File: src/rtl/lds_pkg.sv
// shared types and constants of the launch detector
`default_nettype none
package lds_pkg;
    localparam int RING_DEPTH_DEF = 1024;
    localparam int WINDOW_DEF     = 300;
    localparam int LAG_DEF        = 300;
    localparam int MAG_W          = 16;
    localparam int THR_W          = 16;
    localparam int K_W            = 4;
    localparam int CFG_DATA_W     = 16;
    localparam int CFG_ADDR_W     = 1;
    localparam int Q_DEPTH        = 2;
    localparam int IN_DATA_W      = 48;
    localparam int OUT_DATA_W     = 16;

    localparam logic [CFG_ADDR_W-1:0] CFG_THRESHOLD = 1'd0;
    localparam logic [CFG_ADDR_W-1:0] CFG_REJECT    = 1'd1;

    localparam logic [THR_W-1:0] THR_RST = 16'd12544;
    localparam logic [K_W-1:0]   K_RST   = 4'd3;

    typedef struct packed {
        logic [THR_W-1:0] thr;
        logic [K_W-1:0]   k;
    } t_cfg;
endpackage
`default_nettype wire

File: src/rtl/lds_front.sv
// front end: sample capture, squares and iterative square root
`default_nettype none
module lds_front (
    input  wire                       i_clk,
    input  wire                       i_rst_n,
    input  wire                       i_en,
    input  wire                       i_valid,
    output logic                      o_ready,
    input  wire signed [15:0]         i_accel_x,
    input  wire signed [15:0]         i_accel_y,
    input  wire signed [15:0]         i_accel_z,
    output logic                      o_q_valid,
    input  wire                       i_q_ready,
    output logic [lds_pkg::MAG_W-1:0] o_q_data
);
    typedef enum logic [4:0] {
        F_IDLE = 5'b00001,
        F_SQ   = 5'b00010,
        F_SUM  = 5'b00100,
        F_ROOT = 5'b01000,
        F_PUSH = 5'b10000
    } t_fstate;

    t_fstate r_state;
    logic signed [15:0] r_x, r_y, r_z;
    logic [31:0] r_sqx, r_sqy, r_sqz;
    logic [31:0] r_rad, r_root, r_bit;
    logic signed [31:0] px, py, pz;
    logic [32:0] trial;

    assign o_ready   = (r_state == F_IDLE) && i_en;
    assign o_q_valid = (r_state == F_PUSH);
    assign o_q_data  = r_root[lds_pkg::MAG_W-1:0];

    assign px    = r_x * r_x;
    assign py    = r_y * r_y;
    assign pz    = r_z * r_z;
    assign trial = {1'b0, r_root} + {1'b0, r_bit};

    always_ff @(posedge i_clk) begin
        case (r_state)
            F_IDLE: begin
                r_x <= i_accel_x;
                r_y <= i_accel_y;
                r_z <= i_accel_z;
            end
            F_SQ: begin
                r_sqx <= unsigned'(px);
                r_sqy <= unsigned'(py);
                r_sqz <= unsigned'(pz);
            end
            F_SUM: begin
                r_rad  <= r_sqx + r_sqy + r_sqz;
                r_root <= '0;
                r_bit  <= 32'h4000_0000;
            end
            F_ROOT: begin
                if ({1'b0, r_rad} >= trial) begin
                    r_rad  <= r_rad - trial[31:0];
                    r_root <= (r_root >> 1) + r_bit;
                end else begin
                    r_root <= r_root >> 1;
                end
                r_bit <= r_bit >> 2;
            end
            default: begin
            end
        endcase
    end

    always_ff @(posedge i_clk) begin
        if (!i_rst_n) begin
            r_state <= F_IDLE;
        end else begin
            case (r_state)
                F_IDLE: if (i_valid && o_ready) r_state <= F_SQ;
                F_SQ:   r_state <= F_SUM;
                F_SUM:  r_state <= F_ROOT;
                F_ROOT: if (r_bit[0]) r_state <= F_PUSH;
                F_PUSH: if (i_q_ready) r_state <= F_IDLE;
                default: r_state <= F_IDLE;
            endcase
        end
    end
endmodule
`default_nettype wire

File: config.mk
export PLATFORM = sky130hd
export DESIGN_NAME = lds_front
export DESIGN_NICKNAME = d
export VERILOG_FILES = /design/src/rtl/lds_pkg.sv /design/src/rtl/lds_front.sv
export SDC_FILE = /design/constraint.sdc
export NUM_CORES = 2
export LEC_CHECK = 0
export BUFFER_PORTS_ARGS = -buffer_cell sky130_fd_sc_hd__buf_2
export CAP_MARGIN = 20
export CORE_MARGIN = 3
export CORE_UTILIZATION = 60
export CTS_CLUSTER_DIAMETER = 50
export CTS_CLUSTER_SIZE = 20
export DETAILED_ROUTE_END_ITERATION = 8
export PLACE_DENSITY = 0.77
export SYNTH_ARGS = -nofsm -noshare
export SYNTH_HDL_FRONTEND = slang
export SYNTH_SLANG_ARGS = --single-unit
File: constraint.sdc
create_clock -name i_clk -period 9.35 [get_ports i_clk]
set_clock_uncertainty 0.05 [all_clocks]
set_input_delay 1.87 -clock i_clk [delete_from_list [all_inputs] [get_ports i_clk]]
set_output_delay 1.87 -clock i_clk [all_outputs]
set_load 0.02 [all_outputs]
==> qor.csv <==
metric,value,unit
status,finished clean,
dpl cells,4854,
global-route wire length before repair,141,mm
Top Ports,71,
grt ovf,0,
post-synthesis mux area share,0.00176,
"wirelength, routed",82.4,mm
final worst-path cycle share,0.823,
Die Wd,264,um
post_cts resized,0,
Unique masters post-synth,76,
WP data required,9.59,ns
initial core utilization,0.612,
Die Span Y,264,um
Post-synth top flop,edfxtp_1,
Setup crit end kind,flop,
Final Wtd Congestion,0.923,
Root Driver,clkbuf_16,
sequential fraction of the synthesis area,0.169,
CTS Buffer Depth,3,
Filler cells,5053,
largest net degree at the start of global routing,71,
CTS tree,built,
Clock transition at path regs,0.06,ns
via count,27100,
r2r setup slk,1.65,ns
unrepaired setup endpoints after global routing,false,
post-synth top area share,0.371,
port bufs,70,
Post-CTS Setup Repair Bufs,0,
reported max-cap violation count,0,
critical path's most frequent cell,fa_1,
main area contributors after synthesis,"fa_1 (37%), edfxtp_1 (17%), ha_1 (11%)",
Synth Cell Area,0.0398,mm^2
"FFs w/ async S/R, synth",0,
startpoint types,flop,
CP peak stage delay,0.83,ns
initial antenna violation count,0,
share of cells above drive strength 1,0.0477,
number of global-route vias before repair,29100,
Crit-path slowest cell,edfxtp_1,
Buffers & Inverters on Critical Path,3,
Finished Layout Cells,4920,
area grow syn2layout,5.72,%
Worst-Skew Late Latency,0.56,ns
most common cell in the netlist,inv_1,
Final min period,7.70,ns
CTS sink count,226,
Worst EP arrival,7.94,ns
# rows,93,
H-tree depth,2,
cells along the critical path,inv_1 > nor2_1 > fa_1 > fa_1 > fa_1 > fa_1 > fa_1 > inv_1 > fa_1 > inv_1 > ha_1 > a2111oi_0 > o21ai_0 > o21a_1 > a21oi_1 > o22ai_1 > o311a_1 > o21a_1 > o21a_1 > o41ai_1 > xnor2_1,
Synth Instances,4025,
largest family of logic cells by synthesized area,adder cells,
Crit Path Max Fanout,20,
vias per inst,5.51,
Num CTS Buffers,37,
First-pass DRT Iterations,6,
Post-Synth XOR/XNOR Area,0.0497,
"flops & latches, synth",226,
DRC errors left,0,
Fin. Hold Viols,0,
Slew headroom,0.258,
critical path's top delay family,adder cells,
CORE AREA,0.0650,mm^2
fmax,130,MHz
adder-cell share of the synthesized area,0.486,
synth warn,0,
Slew @ Worst Pin,1.11,ns
initial drt markers,1694,
type of the worst min-delay path,flop to flop,
DIE AREA,0.0695,mm^2
Wirelength per Cell,16.7,um
post-synthesis simple-gate area fraction,0.0955,
setup violators final,0,
estimated wirelength of the detail-placed design,67.6,mm
syn avg cell area,9.89,um^2
Slew Limit Fails,0,
Nets,5193,
ant diodes,0,
number of enable flip-flop cells after synthesis,221,
Yosys top cell by area,fa_1,
post-synthesis compound-gate area fraction,0.0938,
post-route ant nets,0,
All-Layer GR Usage,0.249,
Setup CP Type,flop to flop,
# hold bufs at CTS,0,
most frequent cells after synthesis,"inv_1 (980), fa_1 (739), ha_1 (363), nand2_1 (308), edfxtp_1 (221)",
final setup TNS,0,ns
path summary, 6_finish.rpt:
kind / startpoint / to / depth (start not counted)
hold reg to reg: r_state[1] / r_state[2] / 2
hold / removal: r_state[1] / r_state[2] / 2
setup reg to reg: r_x[15] / r_sqx[31] / 21
setup / recovery: r_x[15] / r_sqx[31] / 21
sequential cells by signal, summed over array words and instances (netlist names):
signal	count
r_sqy	31
r_rad	32
r_z	16
r_sqx	31
r_x	16
r_state	5
r_root	32
r_y	16
r_sqz	31
r_bit	16
stage by stage:
| step | setup WS, ns | hold slack, ns | instance area (um^2) | utilization |
|---|---|---|---|---|
| finish | 1.65 | 0.504 | 42100 | 0.647 |
| CTS | 1.74 | 0.508 | 42100 | 0.647 |
| global route | 1.17 | 0.552 | 42100 | 0.647 |
| floorplan | 2.63 | 0.396 | 39800 | - |
| detailed placement | 1.77 | 0.495 | 40900 | 0.628 |
| global placement | 1.95 | 0.483 | 40900 | 0.628 |
area by class of cell:
type,instances,area (um^2),share of cell area
clock inverter,28,312,0.00740
tap,855,1070,0.0254
timing repair buffer,79,418,0.00993
multi-input combinational,2712,29000,0.688
clock buffer,38,930,0.0221
inverter,982,3690,0.0876
sequential,226,6740,0.160
routing by layer:
layer / routed length, um / vias to the layer above / share of wire / global-route usage
li1: - / 12700 / - / -
met1: 34400 / 13600 / 0.42 / 0.329
met2: 40600 / 710 / 0.49 / 0.424
met3: 4030 / 183 / 0.049 / 0.0282
met4: 3370 / 0 / 0.041 / 0.0940
met5: 0 / - / 0 / 0
tightest hold or removal path: stages, from the launching register on:
cell,delay [ns]
dfxtp_1,0.32
nand2_1,0.13
nor2_1,0.07
kinds of logic (layout without fill, tap and decap cells):
family	after synthesis	in the layout
compound gates	561	561
xor+xnor	226	226
fa+ha+maj	1102	1102
buf+inv	1089	1127
flops	226	226
mux	7	7
other cells	1	3
simple gates	813	813
placed cells by master (no fill, tap or decap), types with 9 or more instances in the layout:
master,n
a211oi_1,33
a21o_1,60
a21oi_1,161
a31o_2,22
a31oi_1,33
and2_1,117
and3_1,34
buf_2,70
buf_4,9
clkbuf_16,37
edfxtp_1,221
fa_1,739
ha_1,363
inv_1,977
inv_6,9
nand2_1,308
nand2b_1,31
nand3_1,34
nand4_1,11
nor2_1,185
nor2b_1,22
nor3_1,25
o21a_1,30
o21ai_0,90
o21bai_1,39
o31ai_1,17
or2_2,10
or3_1,12
xnor2_1,152
xor2_1,74
Power is left out: the tool's default activity adds up to more than one toggle a clock period on the data nets, which glitch-free logic cannot reach.
