===== src/rtl/lds_pkg.sv =====
// shared types and constants of the launch detector
`default_nettype none
package lds_pkg;
    localparam int RING_DEPTH_DEF = 1024;
    localparam int WINDOW_DEF     = 300;
    localparam int LAG_DEF        = 300;
    localparam int MAG_W          = 16;
    localparam int THR_W          = 16;
    localparam int K_W            = 4;
    localparam int CFG_DATA_W     = 16;
    localparam int CFG_ADDR_W     = 1;
    localparam int Q_DEPTH        = 2;
    localparam int IN_DATA_W      = 48;
    localparam int OUT_DATA_W     = 16;

    localparam logic [CFG_ADDR_W-1:0] CFG_THRESHOLD = 1'd0;
    localparam logic [CFG_ADDR_W-1:0] CFG_REJECT    = 1'd1;

    localparam logic [THR_W-1:0] THR_RST = 16'd12544;
    localparam logic [K_W-1:0]   K_RST   = 4'd3;

    typedef struct packed {
        logic [THR_W-1:0] thr;
        logic [K_W-1:0]   k;
    } t_cfg;
endpackage
`default_nettype wire


===== src/rtl/lds_fifo.sv =====
// short magnitude queue between front and back
`default_nettype none
module lds_fifo #(
    parameter int DEPTH = lds_pkg::Q_DEPTH
) (
    input  wire                      i_clk,
    input  wire                      i_rst_n,
    input  wire                      i_push_valid,
    output logic                     o_push_ready,
    input  wire [lds_pkg::MAG_W-1:0] i_push_data,
    output logic                     o_pop_valid,
    input  wire                      i_pop_ready,
    output logic [lds_pkg::MAG_W-1:0] o_pop_data
);
    localparam int PW = (DEPTH > 1) ? $clog2(DEPTH) : 1;
    localparam int CW = $clog2(DEPTH + 1);

    logic [lds_pkg::MAG_W-1:0] r_mem [DEPTH];
    logic [PW-1:0] r_wptr, r_rptr;
    logic [CW-1:0] r_cnt;
    logic push, pop;

    assign o_push_ready = (r_cnt != CW'(DEPTH));
    assign o_pop_valid  = (r_cnt != '0);
    assign o_pop_data   = r_mem[r_rptr];
    assign push = i_push_valid && o_push_ready;
    assign pop  = o_pop_valid && i_pop_ready;

    always_ff @(posedge i_clk) begin
        if (push) begin
            r_mem[r_wptr] <= i_push_data;
        end
    end

    always_ff @(posedge i_clk) begin
        if (!i_rst_n) begin
            r_wptr <= '0;
            r_rptr <= '0;
            r_cnt  <= '0;
        end else begin
            if (push) begin
                r_wptr <= (r_wptr == PW'(DEPTH - 1)) ? '0 : r_wptr + 1'b1;
            end
            if (pop) begin
                r_rptr <= (r_rptr == PW'(DEPTH - 1)) ? '0 : r_rptr + 1'b1;
            end
            if (push && !pop) begin
                r_cnt <= r_cnt + 1'b1;
            end else if (pop && !push) begin
                r_cnt <= r_cnt - 1'b1;
            end
        end
    end
endmodule
`default_nettype wire


===== config.mk =====
export PLATFORM = sky130hd
export DESIGN_NAME = lds_fifo
export DESIGN_NICKNAME = d
export VERILOG_FILES = /design/src/rtl/lds_pkg.sv /design/src/rtl/lds_fifo.sv
export SDC_FILE = /design/constraint.sdc
export NUM_CORES = 1
export LEC_CHECK = 0
export BUFFER_PORTS_ARGS = -buffer_cell sky130_fd_sc_hd__buf_2
export CAP_MARGIN = 15
export CORE_MARGIN = 1.5
export CORE_UTILIZATION = 35
export DETAILED_ROUTE_END_ITERATION = 8
export PLACE_DENSITY = 0.64
export SLEW_MARGIN = 25
export SYNTH_ARGS = -nofsm -noshare
export SYNTH_HDL_FRONTEND = slang
export SYNTH_SLANG_ARGS = --single-unit

===== constraint.sdc =====
create_clock -name i_clk -period 1.5 [get_ports i_clk]
set_input_delay 0.3 -clock i_clk [delete_from_list [all_inputs] [get_ports i_clk]]
set_output_delay 0.3 -clock i_clk [all_outputs]
set_load 0.01 [all_outputs]

==> results.cfg, run 1 <==
[floorplanning]
die_h_um = 66.1
fp-row-count = 22
die_w_um = 66.1
core_mm2 = 0.00374
top_level_ports = 38
start_util_pct = 37.2
die_area_mm2 = 0.00437

[yosys]
yosysWarnings = 0
ys.flop_type = edfxtp_1
synth_seq_cells = 37
synthMostInstantiatedCell = edfxtp_1
synth_nets = 95
synth_common_cells = edfxtp_1 (32), mux2_2 (16), dfxtp_1 (5)
synthArstFlopShare_pct = 0
synth.area.top_cells = edfxtp_1 (69%), mux2_2 (13%), dfxtp_1 (7.2%), and2_1 (1.8%), xnor2_1 (1.3%)
yosysTopAreaCellShare_pct = 68.9
synth_top_cell_by_area = edfxtp_1
synth-seq-area-share_pct = 76.1
synth_edf_count = 32
synth.avg_cell_area_um2 = 18.8
synthDistinctLibCells = 19
syn_inst = 74
syn_area_mm2 = 0.00139

[grt]
grt_antenna_before_repair = 0
grt_pass1_wl_mm = 3.52
grt_max_degree = 17
grt_pass1_vias = 772
grt_usage_pct = 11.5
overflow = 0

[clocking]
cts.sinks = 37
clockBufferDepth = 2
cts.clk_slew.worst_paths_ns = 0.06
cts_tree = built
post_cts_buffers = 0
htreeDepth = 2
cts.hold.buffers_added = 0
cts_root_buf = clkbuf_8
cts_buffers = 5
clk_latency_ns = 0.28

[finish]
fin_util_pct = 53.5
layout-drive-gt1-share_pct = 59.8
fillers = 319
area_delta_synth_final_pct = 43.6
nets = 143
diodes = 0

[hold_path]
holdCritPathClass = in2reg

[critical_path]
reg2reg_slack_ns = 0.04
cp_max_fo = 8
cp_slowest_cell = dfxtp_4
cp_top_family = flip-flops
cp-start-kind = flop
cp_cell_sequence = clkbuf_16, mux2_4, buf_6
worst_setup_path_end_kind = primary output
crit_buf_inv = 2
worstSetupPathType = reg2out
critPathArrivalTime_ns = 1.24
crit_required_ns = 1.20
cp_slowest_stage_delay_ns = 0.37

[sta]
tightest_slew_ns = 0.224
rsz0062_at_grt = true
tns_ns = -0.349
finalClockSkew_ns = 0.00286
finalHoldViolCount = 0
maxSlewHeadroom_pct = 85.1
max_freq_ghz = 0.650
final_max_slew_viol_count = 0
setup_violations = 16
min_period_ns = 1.54
period_share_pct = 102
fin_ws_ns = -0.0373

[power]
power.density_mw_per_mm2 = 1650
total_power_mw = 3.30
leakage_nw = 0.789
vdd.ir_drop.worst_uv = 850

[outcome]
violations = negative setup slack
status = finished, violations left

[drt]
highest_layer = met4
num_vias = 766
drc = 0
drtAntennaViolNets = 0
wl_met2_mm = 1.18
wl_met3_um = 179
wl_met1_um = 990
wl_mm = 2.38
vias_per_cell = 4.51
dr.pass1.iters = 3
drt_iter0_drc = 23
post_drt_wl_per_cell_um = 14.0

[place]
portBuffers = 37
dpl.hpwl_mm = 1.55
place_congestion = 0.576

[run]
maxCapViolCount = 0
[metal layers]
metal / up-vias / GRT usage, %
met1: 360 / 11.4
met4: 0 / 4.59
met5: - / 0
met2: 27 / 20.6
li1: 374 / -
met3: 5 / 5.11
[cell type report]
class                   count  area, um2  area share [%]
well taps                  48       60.1            3.00
multi-input cells          34        400            20.0
clock inverters             1       3.75           0.188
repair buffers             43        392            19.6
inverters                   1       3.75           0.188
flip-flops and latches     37       1070            53.4
clock buffers               6       72.6            3.62
[power breakdown]
group	switching (mW)	internal [mW]	leakage, nW
Sequential	0.0830	1.31	0.342
Combinational	0.483	0.811	0.409
Clock	0.297	0.312	0.0387
Total	0.863	2.44	0.789
[registers in the layout (all words and copies together), names as in the netlist, named ones only]
name    count
r_wptr      1
r_cnt       2
r_mem      32
r_rptr      1
[stage by stage]
stage | setup slack (ns) | hold WS [ns] | cells | cell area, um2
3_3_place_gp | 0.0533 | 0.489 | 162 | 1700
3_5_place_dp | -0.0195 | 0.494 | 162 | 1700
4_1_cts | -0.0615 | 0.202 | 169 | 1850
6_report | -0.0373 | 0.208 | 170 | 2000
5_1_grt | -0.0761 | 0.195 | 170 | 2000
2_1_floorplan | 0.0176 | 0.399 | 74 | 1390
[cell usage in the layout (no fill, tap or decap), drive strengths merged]
| cell type | count |
|---|---|
| nand3b | 1 |
| ha | 1 |
| dfxtp | 5 |
| edfxtp | 32 |
| clkbuf | 7 |
| xor2 | 1 |
| a21boi | 2 |
| mux2 | 16 |
| or2 | 1 |
| nand2b | 1 |
| a21bo | 1 |
| xnor2 | 2 |
| o21ai | 2 |
| buf | 42 |
| or3 | 1 |
| and2 | 4 |
| inv | 1 |
| clkinv | 1 |
| and3 | 1 |
[repair_timing]
action | in CTS | in global routing
gates cloned | 0 | 1
endpoints found under the setup margin | 18 | 18
pin swaps | 0 | 1
resized for setup | 14 | 28
hold endpoints to repair | 0 | 0
[worst paths after layout]
path | startpoint | end | cells past startpoint
hold reg to reg | r_cnt[1] | r_cnt[1] | 2
setup reg to reg | r_cnt[0] | r_cnt[1] | 6
setup / recovery | flop | o_pop_data[3] | 3
hold / removal | i_push_data[8] | r_mem[1][8] | 1
[cells by family after synthesis]
kind of cell,share of synthesized area [%]
mux,12.9
fa+ha+maj,0.898
compound gates,2.51
buf+inv,0.987
flops,76.1
simple gates,4.67
xor+xnor,1.89
(Power assumes the default switching activity.)
==> inputs of run 2 (changes only) <==
--- a/config.mk
+++ b/config.mk
@@ -8,9 +8,10 @@
 export BUFFER_PORTS_ARGS = -buffer_cell sky130_fd_sc_hd__buf_2
 export CAP_MARGIN = 15
 export CORE_MARGIN = 1.5
-export CORE_UTILIZATION = 35
+export CORE_UTILIZATION = 45
+export CTS_CLUSTER_DIAMETER = 80
 export DETAILED_ROUTE_END_ITERATION = 8
-export PLACE_DENSITY = 0.64
+export PLACE_DENSITY = 0.78
 export SLEW_MARGIN = 25
 export SYNTH_ARGS = -nofsm -noshare
 export SYNTH_HDL_FRONTEND = slang
==> run 2 against run 1 <==
  * The flow still finishes with violations (negative setup slack)
  * Clock power fell by 24%
  * Sequential share of layout area rose by 0.33 points
  * Count of clock-buffer cells in the layout rose by 1
  * Clock skew rose by 0.0017 ns
  * Final cell count fell by 4.1%
  * Setup slack got worse by 0.040 ns
  * Flip-flop and latch count did not move
  * Fmax fell by 2.6%
  * Total power fell by 0.96%
  * Via count rose by 7.7%
  * Largest cell class unchanged
  * Largest power group is now combinational logic
==> results.cfg, run 2 (synthesis gave the netlist of run 1 again) <==
[hold_path]
min_to = r_mem[0][8]
holdCritPathClass = in2reg
min_from = i_push_data[8]
holdPathStages = 1

[floorplanning]
die_h_um = 58.7
die_area_mm2 = 0.00344
core_mm2 = 0.00300
fp-row-count = 20
start_util_pct = 46.4
die_w_um = 58.7
top_level_ports = 38

[critical_path]
critPathArrivalTime_ns = 1.28
cp-start-kind = flop
worstRegToRegCells = 6
worst_setup_path_end_kind = primary output
crit_required_ns = 1.20
cp_slowest_stage_delay_ns = 0.39
reg2reg_slack_ns = 0.03
r2r-end = r_cnt[1]
cp_slowest_cell = dfxtp_4
cp_max_fo = 6
cp_cell_sequence = buf_8, mux2_4, buf_6
worstSetupPathType = reg2out
timing.rr.start = r_cnt[0]

[run]
maxCapViolCount = 0

[grt]
grt_pass1_wl_mm = 3.98
grt_antenna_before_repair = 0
grt_max_degree = 17
grt_usage_pct = 16.7
grt_pass1_vias = 871
overflow = 0

[finish]
regMostFlops = r_mem
nets = 150
fillers = 216
layout-drive-gt1-share_pct = 63.1
top_regs = r_mem x32, r_cnt x2
largest_reg_flops = 32
fin_util_pct = 66.4
final_common_cell = edfxtp_1
fin_area_mm2 = 0.00199
diodes = 0
finalNonFillerCells = 163
area_delta_synth_final_pct = 43.1
mostFrequentLayoutCells = edfxtp_1 (32), buf_6 (20), buf_2 (20)

[place]
portBuffers = 37
placedCellCount = 148
place_congestion = 0.651
dpl.hpwl_mm = 1.62
placed_cell_area_mm2 = 0.00166
post-place-ws_ns = -0.0524

[sta]
setup_violations = 16
tightest_slew_ns = 0.230
final_max_slew_viol_count = 0
min_period_ns = 1.58
finalClockSkew_ns = 0.00460
maxSlewHeadroom_pct = 84.6
period_share_pct = 105
fin_ws_ns = -0.0775
finalHoldViolCount = 0
rsz0062_at_grt = true
max_freq_ghz = 0.634

[clocking]
htreeDepth = 2
clockBufferDepth = 2
cts_root_buf = clkbuf_4
cts_buffers = 5
cts.clk_slew.worst_paths_ns = 0.10
cts.sinks = 37
cts_tree = built
clk_latency_ns = 0.32
cts.hold.buffers_added = 0

[drt]
dr.pass1.iters = 2
wl_mm = 2.50
drc = 0
drt_iter0_drc = 7
drtAntennaViolNets = 0
vias_per_cell = 5.06
num_vias = 825
post_drt_wl_per_cell_um = 15.3

[power]
total_power_mw = 3.27
leakage_nw = 0.804
power.density_mw_per_mm2 = 1640
vdd.ir_drop.worst_uv = 1220

[outcome]
status = finished, violations left
violations = negative setup slack
[run 2: critical path, delay by kind of cell, from the launching register on]
family,cells,cell delay (ns)
flip-flops,1,0.39
multiplexers,1,0.31
buffers and inverters,2,0.26
[run 2: worst max path at each step]
stage,start,endpoint,slack (ns)
3_5_place_dp,r_cnt[0],r_cnt[1],-0.05
4_1_cts,flop,o_pop_data[7],-0.11
6_report,flop,o_pop_data[3],-0.08
3_3_place_gp,r_cnt[0],r_cnt[1],0.04
2_1_floorplan,r_cnt[0],r_cnt[1],0.02
5_1_grt,flop,o_pop_data[7],-0.14
[run 2: where the power goes]
part	leakage (nW)	switching [mW]	internal (mW)	total, mW
logic	0.435	0.525	0.882	1.41
registers	0.342	0.0817	1.31	1.40
clock network	0.0269	0.284	0.180	0.464
[run 2: area by class of cell]
| class | count | area (um2) | share of cell area (%) |
|---|---|---|---|
| Timing Repair Buffer | 50 | 408 | 20.5 |
| Clock inverter | 1 | 3.75 | 0.188 |
| Multi-Input combinational cell | 34 | 420 | 21.1 |
| Inverter | 1 | 3.75 | 0.188 |
| Sequential cell | 37 | 1070 | 53.8 |
| Clock buffer | 7 | 45.0 | 2.26 |
| Tap cell | 33 | 41.3 | 2.07 |
[run 2: repair_timing]
action                                  CTS  global route
gates resized for setup                  49             4
endpoints found under the setup margin   17            19
setup buffers                             5             1
gates cloned                              1             0
pin swaps                                 2             5
[run 2: layer usage]
layer	wire length, um	global-route usage [%]	share of wire, %
met5	0	0	0
met4	21	4.87	0.84
met3	140	6.59	5.6
met1	952	18.1	38
met2	1390	30.0	55
[run 2: metrics by stage]
step / hold slack, ns / setup TNS, ns
after floorplan: 0.399 / 0
after global placement: 0.488 / 0
after detailed placement: 0.494 / -0.0524
after CTS: 0.139 / -1.55
after global routing: 0.124 / -2.17
final: 0.160 / -1.14
